==> src/seconds_to_local_date_unit_macros.svh <==
// Assertion helpers for the date conversion unit.
`ifndef SECONDS_TO_LOCAL_DATE_UNIT_MACROS_SVH
`define SECONDS_TO_LOCAL_DATE_UNIT_MACROS_SVH

// Condition holds in the same cycle.
`define STLD_ASSERT_NOW(label, clk, rst, ante, cons, msg) \
   label: assert property (@(posedge clk) disable iff (rst) (ante) |-> (cons)) \
      else $error(msg);

// Condition holds in the following cycle.
`define STLD_ASSERT_NEXT(label, clk, rst, ante, cons, msg) \
   label: assert property (@(posedge clk) disable iff (rst) (ante) |=> (cons)) \
      else $error(msg);

`endif

==> src/stld_pkg.sv <==
package stld_pkg;

   // Shared divider: first shifted divisor and bit index for each pass
   localparam logic [31:0] DAY_DIV_INIT   = 32'd2831155200; // 86400 << 15
   localparam logic [3:0]  DAY_DIV_TOP    = 4'd15;
   localparam logic [31:0] HOUR_DIV_INIT  = 32'd57600;      // 3600 << 4
   localparam logic [3:0]  HOUR_DIV_TOP   = 4'd4;
   localparam logic [31:0] MIN_DIV_INIT   = 32'd1920;       // 60 << 5
   localparam logic [3:0]  MIN_DIV_TOP    = 4'd5;
   localparam logic [31:0] WDAY_DIV_INIT  = 32'd28672;      // 7 << 12
   localparam logic [3:0]  WDAY_DIV_TOP   = 4'd12;

   localparam logic [31:0] SECS_PER_HOUR  = 32'd3600;
   localparam logic [31:0] EPOCH_WEEKDAY  = 32'd4;          // 1970-01-01 was a Thursday

   // Calendar
   localparam logic [11:0] YEAR_EPOCH     = 12'd1970;
   localparam logic [11:0] YEAR_NO_LEAP   = 12'd2100;       // only non-leap century in range
   localparam logic [8:0]  DAYS_COMMON    = 9'd365;
   localparam logic [8:0]  DAYS_LEAP      = 9'd366;
   localparam logic [3:0]  MONTH_LAST_IDX = 4'd11;          // zero-based December

   // Summer-time rule
   localparam logic [3:0]  MONTH_MAR      = 4'd3;
   localparam logic [3:0]  MONTH_OCT      = 4'd10;
   localparam logic [4:0]  LAST_WEEK_DAY  = 5'd25;
   localparam logic [4:0]  DST_HOUR       = 5'd2;

   localparam logic signed [16:0] OFFSET_RESET = 17'sd3600;

   // Length of a month, zero-based month index
   function automatic logic [4:0] month_days(input logic [3:0] mon_idx, input logic leap);
      logic [4:0] len;
      case (mon_idx) inside
         4'd1:                   len = leap ? 5'd29 : 5'd28;
         4'd3, 4'd5, 4'd8, 4'd10: len = 5'd30;
         default:                len = 5'd31;
      endcase
      return len;
   endfunction

endpackage

==> src/seconds_to_local_date_unit.sv <==
// Converts a 32-bit count of seconds since 1970-01-01 UTC into second, minute, hour,
// weekday, day, month and year, either in UTC (req_mode 0) or in local time with the
// EU summer-time rule (req_mode 1, zone offset from csr_wdata). A transaction is taken
// when start is high and busy is low; busy then stays high until the result has been
// shown. The result appears for exactly one cycle with rsp_strobe and cannot be held
// off, so the receiver must capture it on that cycle. All work runs through one
// 33-bit subtract/compare unit: one pass is 40 restoring-division steps (days, hour,
// minute, weekday), one step per elapsed year (up to 137) and one per month (up to
// 12), plus a rule check. Transactions take longest for late dates in summer time,
// where the year loop runs twice.
`include "seconds_to_local_date_unit_macros.svh"

module seconds_to_local_date_unit (
   input  logic               clock,
   input  logic               reset,
   input  logic               start,
   output logic               busy,
   input  logic [31:0]        req_epoch_seconds,
   input  logic               req_mode,
   input  logic               csr_we,
   input  logic signed [16:0] csr_wdata,
   output logic               rsp_strobe,
   output logic [5:0]         rsp_second,
   output logic [5:0]         rsp_minute,
   output logic [4:0]         rsp_hour,
   output logic [2:0]         rsp_day_of_week,
   output logic [4:0]         rsp_day_of_month,
   output logic [3:0]         rsp_month,
   output logic [11:0]        rsp_year,
   output logic               rsp_summer_time
);

   typedef enum logic [3:0] {
      ST_IDLE, ST_DAYS, ST_HOUR, ST_MIN, ST_WDAY, ST_YEAR, ST_MONTH, ST_CHECK, ST_DONE
   } state_type;

   state_type          state_ff, state_in;
   logic signed [16:0] offset_ff, offset_in;
   logic [31:0]        local_ff, local_in;
   logic [31:0]        rem_ff, rem_in;
   logic [31:0]        div_ff, div_in;
   logic [15:0]        quo_ff, quo_in;
   logic [3:0]         cnt_ff, cnt_in;
   logic [15:0]        days_ff, days_in;
   logic [4:0]         hour_ff, hour_in;
   logic [5:0]         min_ff, min_in;
   logic [5:0]         sec_ff, sec_in;
   logic [2:0]         wday_ff, wday_in;
   logic [11:0]        year_ff, year_in;
   logic [3:0]         mon_ff, mon_in;
   logic               mode_ff, mode_in;
   logic               flag_ff, flag_in;

   // Shared subtract/compare unit
   logic [31:0] op_a, op_b;
   logic [32:0] diff;
   logic        ge;
   logic [31:0] rem_nx;
   logic [15:0] quo_nx;
   logic        leap;
   logic [8:0]  year_len;
   logic [4:0]  month_len;

   // Summer-time decision
   logic [4:0]  mday;
   logic [3:0]  mon_num;
   logic        last_week, sunday, past_last_sunday, summer;
   logic [31:0] start_local;

   // Leap years in 1970..2106: divisible by 4, except 2100 (2000 is leap)
   assign leap      = (year_ff[1:0] == 2'b00) && (year_ff != stld_pkg::YEAR_NO_LEAP);
   assign year_len  = leap ? stld_pkg::DAYS_LEAP : stld_pkg::DAYS_COMMON;
   assign month_len = stld_pkg::month_days(mon_ff, leap);

   // Operand select and subtract
   always_comb begin
      op_a = rem_ff;
      op_b = div_ff;
      case (state_ff)
         ST_YEAR: begin
            op_a = {16'b0, days_ff};
            op_b = {23'b0, year_len};
         end
         ST_MONTH: begin
            op_a = {16'b0, days_ff};
            op_b = {27'b0, month_len};
         end
         default: ;
      endcase
      diff   = {1'b0, op_a} - {1'b0, op_b};
      ge     = ~diff[32];
      rem_nx = ge ? diff[31:0] : rem_ff;
      quo_nx = {quo_ff[14:0], ge};
   end

   // EU rule on the standard-time breakdown
   assign mday             = days_ff[4:0] + 5'd1;
   assign mon_num          = mon_ff + 4'd1;
   assign last_week        = mday >= stld_pkg::LAST_WEEK_DAY;
   assign sunday           = wday_ff == 3'd0;
   assign past_last_sunday = ({1'b0, mday} + 6'd7) > (6'd31 + {3'b0, wday_ff});

   always_comb begin
      summer = 1'b0;
      if (mon_num > stld_pkg::MONTH_MAR && mon_num < stld_pkg::MONTH_OCT) begin
         summer = 1'b1;
      end else if (mon_num == stld_pkg::MONTH_MAR) begin
         if (!last_week)  summer = 1'b0;
         else if (sunday) summer = hour_ff >= stld_pkg::DST_HOUR;
         else             summer = past_last_sunday;
      end else if (mon_num == stld_pkg::MONTH_OCT) begin
         if (!last_week)  summer = 1'b1;
         else if (sunday) summer = hour_ff < stld_pkg::DST_HOUR;
         else             summer = ~past_last_sunday;
      end
   end

   assign start_local = req_mode ?
                        req_epoch_seconds + {{15{offset_ff[16]}}, offset_ff} :
                        req_epoch_seconds;

   // Sequencer
   always_comb begin
      state_in  = state_ff;
      offset_in = csr_we ? csr_wdata : offset_ff;
      local_in  = local_ff;
      rem_in    = rem_ff;
      div_in    = div_ff;
      quo_in    = quo_ff;
      cnt_in    = cnt_ff;
      days_in   = days_ff;
      hour_in   = hour_ff;
      min_in    = min_ff;
      sec_in    = sec_ff;
      wday_in   = wday_ff;
      year_in   = year_ff;
      mon_in    = mon_ff;
      mode_in   = mode_ff;
      flag_in   = flag_ff;

      unique case (state_ff) inside
         ST_IDLE: begin
            if (start) begin
               local_in = start_local;
               mode_in  = req_mode;
               flag_in  = 1'b0;
               rem_in   = start_local;
               div_in   = stld_pkg::DAY_DIV_INIT;
               cnt_in   = stld_pkg::DAY_DIV_TOP;
               quo_in   = '0;
               state_in = ST_DAYS;
            end
         end
         ST_DAYS, ST_HOUR, ST_MIN, ST_WDAY: begin
            // one restoring-division step
            rem_in = rem_nx;
            quo_in = quo_nx;
            div_in = div_ff >> 1;
            cnt_in = cnt_ff - 4'd1;
            if (cnt_ff == 4'd0) begin
               quo_in = '0;
               case (state_ff)
                  ST_DAYS: begin
                     days_in  = quo_nx;
                     div_in   = stld_pkg::HOUR_DIV_INIT;
                     cnt_in   = stld_pkg::HOUR_DIV_TOP;
                     state_in = ST_HOUR;
                  end
                  ST_HOUR: begin
                     hour_in  = quo_nx[4:0];
                     div_in   = stld_pkg::MIN_DIV_INIT;
                     cnt_in   = stld_pkg::MIN_DIV_TOP;
                     state_in = ST_MIN;
                  end
                  ST_MIN: begin
                     min_in   = quo_nx[5:0];
                     sec_in   = rem_nx[5:0];
                     rem_in   = {16'b0, days_ff} + stld_pkg::EPOCH_WEEKDAY;
                     div_in   = stld_pkg::WDAY_DIV_INIT;
                     cnt_in   = stld_pkg::WDAY_DIV_TOP;
                     state_in = ST_WDAY;
                  end
                  default: begin
                     wday_in  = rem_nx[2:0];
                     year_in  = stld_pkg::YEAR_EPOCH;
                     state_in = ST_YEAR;
                  end
               endcase
            end
         end
         ST_YEAR: begin
            if (ge) begin
               days_in = diff[15:0];
               year_in = year_ff + 12'd1;
            end else begin
               mon_in   = '0;
               state_in = ST_MONTH;
            end
         end
         ST_MONTH: begin
            if (ge && mon_ff != stld_pkg::MONTH_LAST_IDX) begin
               days_in = diff[15:0];
               mon_in  = mon_ff + 4'd1;
            end else begin
               state_in = ST_CHECK;
            end
         end
         ST_CHECK: begin
            // summer time: add the hour and redo the breakdown once
            if (mode_ff && !flag_ff && summer) begin
               flag_in  = 1'b1;
               local_in = local_ff + stld_pkg::SECS_PER_HOUR;
               rem_in   = local_ff + stld_pkg::SECS_PER_HOUR;
               div_in   = stld_pkg::DAY_DIV_INIT;
               cnt_in   = stld_pkg::DAY_DIV_TOP;
               state_in = ST_DAYS;
            end else begin
               state_in = ST_DONE;
            end
         end
         ST_DONE: begin
            state_in = ST_IDLE;
         end
         default: begin
            state_in = ST_IDLE;
         end
      endcase
   end

   always_ff @(posedge clock) begin
      if (reset) begin
         state_ff  <= ST_IDLE;
         offset_ff <= stld_pkg::OFFSET_RESET;
      end else begin
         state_ff  <= state_in;
         offset_ff <= offset_in;
      end
      local_ff <= local_in;
      rem_ff   <= rem_in;
      div_ff   <= div_in;
      quo_ff   <= quo_in;
      cnt_ff   <= cnt_in;
      days_ff  <= days_in;
      hour_ff  <= hour_in;
      min_ff   <= min_in;
      sec_ff   <= sec_in;
      wday_ff  <= wday_in;
      year_ff  <= year_in;
      mon_ff   <= mon_in;
      mode_ff  <= mode_in;
      flag_ff  <= flag_in;
   end

   // Result transaction
   assign busy             = state_ff != ST_IDLE;
   assign rsp_strobe       = state_ff == ST_DONE;
   assign rsp_second       = sec_ff;
   assign rsp_minute       = min_ff;
   assign rsp_hour         = hour_ff;
   assign rsp_day_of_week  = wday_ff;
   assign rsp_day_of_month = mday;
   assign rsp_month        = mon_num;
   assign rsp_year         = year_ff;
   assign rsp_summer_time  = flag_ff;

   // Checks
   `STLD_ASSERT_NEXT(a_accept_busy, clock, reset, start && !busy, busy, "accepted transaction did not raise busy")
   `STLD_ASSERT_NEXT(a_done_idle, clock, reset, rsp_strobe, !busy && !rsp_strobe, "result not followed by idle")
   `STLD_ASSERT_NOW(a_utc_no_dst, clock, reset, rsp_strobe && !mode_ff, !rsp_summer_time, "summer time set in UTC mode")
   `STLD_ASSERT_NOW(a_date_range, clock, reset, rsp_strobe, rsp_month >= 4'd1 && rsp_month <= 4'd12 && rsp_day_of_month != 5'd0 && rsp_day_of_week <= 3'd6, "result date out of range")

endmodule
==> config.mk <==
export PLATFORM = sky130hd
export DESIGN_NAME = seconds_to_local_date_unit
export DESIGN_NICKNAME = d
export VERILOG_FILES = /design/src/stld_pkg.sv /design/src/seconds_to_local_date_unit.sv
export VERILOG_INCLUDE_DIRS = /design/src /design/src/src
export SDC_FILE = /design/constraint.sdc
export NUM_CORES = 1
export LEC_CHECK = 0
export BUFFER_PORTS_ARGS = -buffer_cell sky130_fd_sc_hd__buf_2
export CORE_AREA = 2 2 168 170
export CTS_BUF_LIST = sky130_fd_sc_hd__clkbuf_4
export DETAILED_ROUTE_END_ITERATION = 10
export DIE_AREA = 0 0 170 172
export PLACE_DENSITY = 0.76
export SLEW_MARGIN = 20
export SYNTH_ARGS = -nofsm -noshare
export SYNTH_HDL_FRONTEND = slang
export SYNTH_SLANG_ARGS = --single-unit
==> constraint.sdc <==
create_clock -name clock -period 22.1 [get_ports clock]
set_clock_uncertainty 0.2 [all_clocks]
set_input_delay 4.42 -clock clock [delete_from_list [all_inputs] [get_ports clock]]
set_output_delay 4.42 -clock clock [all_outputs]
set_load 0.01 [all_outputs]
==> impl_summary.md <==
Run status
The run finished with clean final reports.

GRT
The total congestion overflow after global routing is 0. The number of antenna violations at the first check in global routing is 1. In the global route stage, overall resource usage came out at 0.239. The number of global-route vias before repair is approximately 11000.

The pin count of the biggest net entering global routing is 80. The global-route wire length before repair is 55500 microns.

Finish
The number of nets in the layout is ~1700. The filler cells instantiated in the layout total around 2500. The sequential cells in the finished layout cover a total of between 5000 and 6000 sq um. Of the cells placed in the final design, the portion with a size suffix greater than 1 is 0.112. Relative to the synthesized area, the layout overhead comes to 8.54%. The post-route cell area is roughly 15000 sq um.

The count of non-filler cells in the finished layout is about 1900. The footprint of the multi-input gates is between 7000 and 8000 sq um.

Detailed routing
After detailed routing, the met2 layer carries roughly 16000 microns of wire. The top layer used by detailed routing is met4. The routed wire length per instance is 18.4 microns. Detailed routing placed a total of roughly 2400 microns of wire on met3. Wires add up to about 35000 microns. After detailed routing, the wire length on met1 is 15600 microns. For this run, design rule violations remaining after detail routing come to 0.

The number of iterations in the first detailed-routing pass is 5. The vias after detailed routing is between 10000 and 15000. The number of nets with antenna violations after routing is 0.

In the routed layout, each cell is associated on average with a via count of about 6. The number of DRC markers in iteration 0 is approximately 940.

Die
The die boundary height is between 150 and 200 microns. During I/O placement, the number of pins put on the boundary was between 90 and 100. The die span in x is 170 microns. The core box area is between 20000 and 30000 sq um.

The die covers slightly below 30000 sq um. The initial cell density of the core is 0.492. The row count is roughly 60.

Worst setup path
The arrival time at the worst endpoint is between 7 and 8 ns. Of all nets on the critical path, the largest fanout is 4. The classification of the worst setup path is in -> reg. The endpoint type of the worst setup path is a flop. Counting both buffers and inverters, the worst setup path holds a total of 1. Walking the worst path, the cells encountered are buf_2, ha_1, fa_1, a211oi_2, nor4_1, or2_2, o211ai_1, o21ai_0, a2111oi_1, nor2_1, a221oi_1, o2111ai_1.

In this design, the stage delay of the slowest critical-path cell is about 0.47 ns. The kind of cell adding the most delay to the critical path is compound AO/OA/AOI/OAI gates. The cell with the biggest individual delay on the critical path is a2111oi_1. The element type at the critical path start is an input port.

Data on the critical path is required at its endpoint by roughly 22 ns.

Yosys
Yosys mapped the design onto 76 distinct sky130hd cell types. The total of flip-flops plus latches after synthesis is 190. The prevailing post-synth register cell is edfxtp_1. The number of warning messages in the yosys log is 0. Summing every instance area after synthesis gives 13500 sq um.

The async set-or-reset flop fraction in the synthesized netlist is 0. The register area share after synthesis is 0.406. The average instance in the mapped netlist occupies 9.30 sq um. The number of nets produced by synthesis is ~1600. The number of flops mapped to enable cells by yosys is between 150 and 200.

The synthesized instance count is between 1000 and 1500.

STA
The final critical delay including setup and external delays is 7.45 ns. The number of endpoints with negative hold slack in the final report is 0. The count of pins over their slew limit is 0. The measured slew at the worst slew-check pin is 1.13 ns. Measured against its own limit, the worst slew margin works out to 0.243.

The sum of negative setup slack is 0 ns. Of the available clock period, the critical path in the final layout requires 0.337. Setup repair after global routing left no endpoint under its margin. The fmax is 0.134 GHz. Hold is met by between 0.3 and 0.4 ns. The smallest setup slack after layout is around 15 ns.

The final setup violation count is 0.

Place
The placer congestion estimate is just under 0.9. Timing analysis after detailed placement gives a worst setup slack of ~14 ns. Detailed placement ended at an HPWL of between 20000 and 25000 microns. Buffers placed on the I/O ports in this run total 97. The total placed cells including tap cells is around 1800. The placed cell area is roughly 14000 sq um.

CTS
The clock tree from TritonCTS is done. Once the clock tree was built, the resizer swapped 0 gates to a different size. The root buffer cell chosen for the clock tree is clkbuf_4. The quantity of hold-fixing buffers added after cts is 0. The insertion delay to the later sink of the worst-skew pair is ~0.64 ns. After clock tree synthesis, the clock-pin slew on the worst setup and hold paths is approximately 0.19 ns. TritonCTS created 17 clock buffers. The number of clock sinks is between 150 and 200. The maximum level of the CTS H-tree is 4. After clock tree synthesis, the setup repair step added 0 buffers. The number of buffers on the longest clock path is 2.

Pwr
The standby leakage power is 6.20 nW. The worst-case vdd ir drop is between 0.00006 and 0.00007 V. The ratio of total power to cell area is roughly 130 nW/um^2.

Job
Across the run, the number of max-cap violations was 0.

Worst hold path
The type of the most critical hold path is reg -> reg.
-- placed cells by master (no fill, tap or decap), types with 12 or more instances in the layout --
| cell type | instances |
|---|---|
| nor2b_1 | 16 |
| o21a_1 | 12 |
| inv_1 | 43 |
| dfxtp_1 | 21 |
| nor3_1 | 16 |
| or3_1 | 12 |
| o21ai_0 | 71 |
| a21oi_1 | 93 |
| buf_4 | 14 |
| buf_2 | 97 |
| xor2_1 | 38 |
| ha_1 | 87 |
| a211o_1 | 12 |
| edfxtp_1 | 169 |
| nand3_1 | 38 |
| nor2_1 | 113 |
| clkbuf_4 | 17 |
| mux2i_1 | 57 |
| a21o_1 | 33 |
| nand2b_1 | 15 |
| and2_1 | 24 |
| o211ai_1 | 19 |
| and3_1 | 49 |
| xnor2_1 | 60 |
| nand2_1 | 212 |
-- cell usage after synthesis (all sizes together), types with 10 or more instances --
library cell	instances	area, sq um
o21bai	10	75.1
nor2	113	424
o21ai	76	380
buf	14	77.6
clkbuf	49	184
or3	12	75.1
ha	87	1090
nand2	212	796
dfxtp	21	420
nor3	18	90.1
nand4	11	68.8
mux2i	57	571
inv	44	165
a21o	33	248
edfxtp	169	5070
o211ai	19	143
nor2b	17	114
a31oi	10	62.6
xnor2	60	526
o21a	12	90.1
and2	24	150
xor2	38	333
a211o	12	105
nand2b	15	93.8
nand3	39	195
and3	49	307
a21oi	95	479
-- final timing paths --
| path | startpoint | to | slack, ns | cells after the start |
|---|---|---|---|---|
| worst max-delay path | req_epoch_seconds[0] | rem_ff[30] | 14.65 | 12 |
| worst min-delay path | offset_ff[15] | offset_ff[15] | 0.33 | 2 |
| worst max register to register | state_ff[0] | rem_ff[14] | 15.77 | 17 |
| worst min register to register | offset_ff[15] | offset_ff[15] | 0.33 | 2 |
-- per-stage QoR --
step / total power, W / util
6_report: 0.00192 / 0.534
5_1_grt: 0.00205 / 0.534
4_1_cts: 0.00190 / 0.534
3_5_place_dp: 0.00169 / 0.522
3_3_place_gp: 0.00166 / 0.522
2_1_floorplan: 0.00142 / -
-- kinds of logic after synthesis --
logic type / Yosys count / share of synthesized area
buf+inv: 110 / 0.0324
flops: 190 / 0.406
xor+xnor: 98 / 0.0635
fa+ha+maj: 89 / 0.0835
simple gates: 545 / 0.191
mux: 64 / 0.0480
compound gates: 358 / 0.176
-- flip-flops by register name (all words and copies together) (netlist names) --
signal	count
div_ff	32
local_ff	32
rem_ff	32
offset_ff	17
days_ff	16
quo_ff	15
rsp_year	12
rsp_minute	6
rsp_second	6
rsp_hour	5
cnt_ff	4
mon_ff	4
state_ff	4
rsp_day_of_week	3
mode_ff	1
rsp_summer_time	1
-- layer usage --
metal	vias up	track usage
met2	420	0.393
met4	0	0.0732
met1	5363	0.327
li1	5500	-
met3	47	0.0380
met5	-	0
-- power breakdown --
part	switching [W]	leakage [nW]	internal, W
registers	0.0000743	1.82	0.000553
clock network	0.000150	0.163	0.0000564
logic	0.000669	4.21	0.000417
total	0.000893	6.20	0.00103
-- final cells by class --
| cell class | instances | share of cell area |
|---|---|---|
| clock buffer | 17 | 0.00870 |
| sequential | 190 | 0.374 |
| multi-input combinational | 1154 | 0.521 |
| clock inverter | 15 | 0.0137 |
| timing repair buffer | 111 | 0.0402 |
| tap | 346 | 0.0295 |
| inverter | 47 | 0.0120 |
| antenna | 1 | 0.000171 |
-- worst reg2reg max path, cell delays in order (launching register included) --
cell      delay, ns
dfxtp_1        0.85
nor2b_1        0.29
o21ai_4        0.20
buf_4          0.60
a21oi_1        0.29
ha_1           0.26
fa_1           0.43
nor2b_4        0.15
o31ai_2        0.09
a32oi_2        0.36
a221o_1        0.31
a21oi_2        0.10
o31a_1         0.28
buf_4          0.23
inv_2          0.68
mux2_1         0.40
o21ai_1        0.18
o211ai_1       0.13
Note: power is estimated with default switching activity, not from simulation.
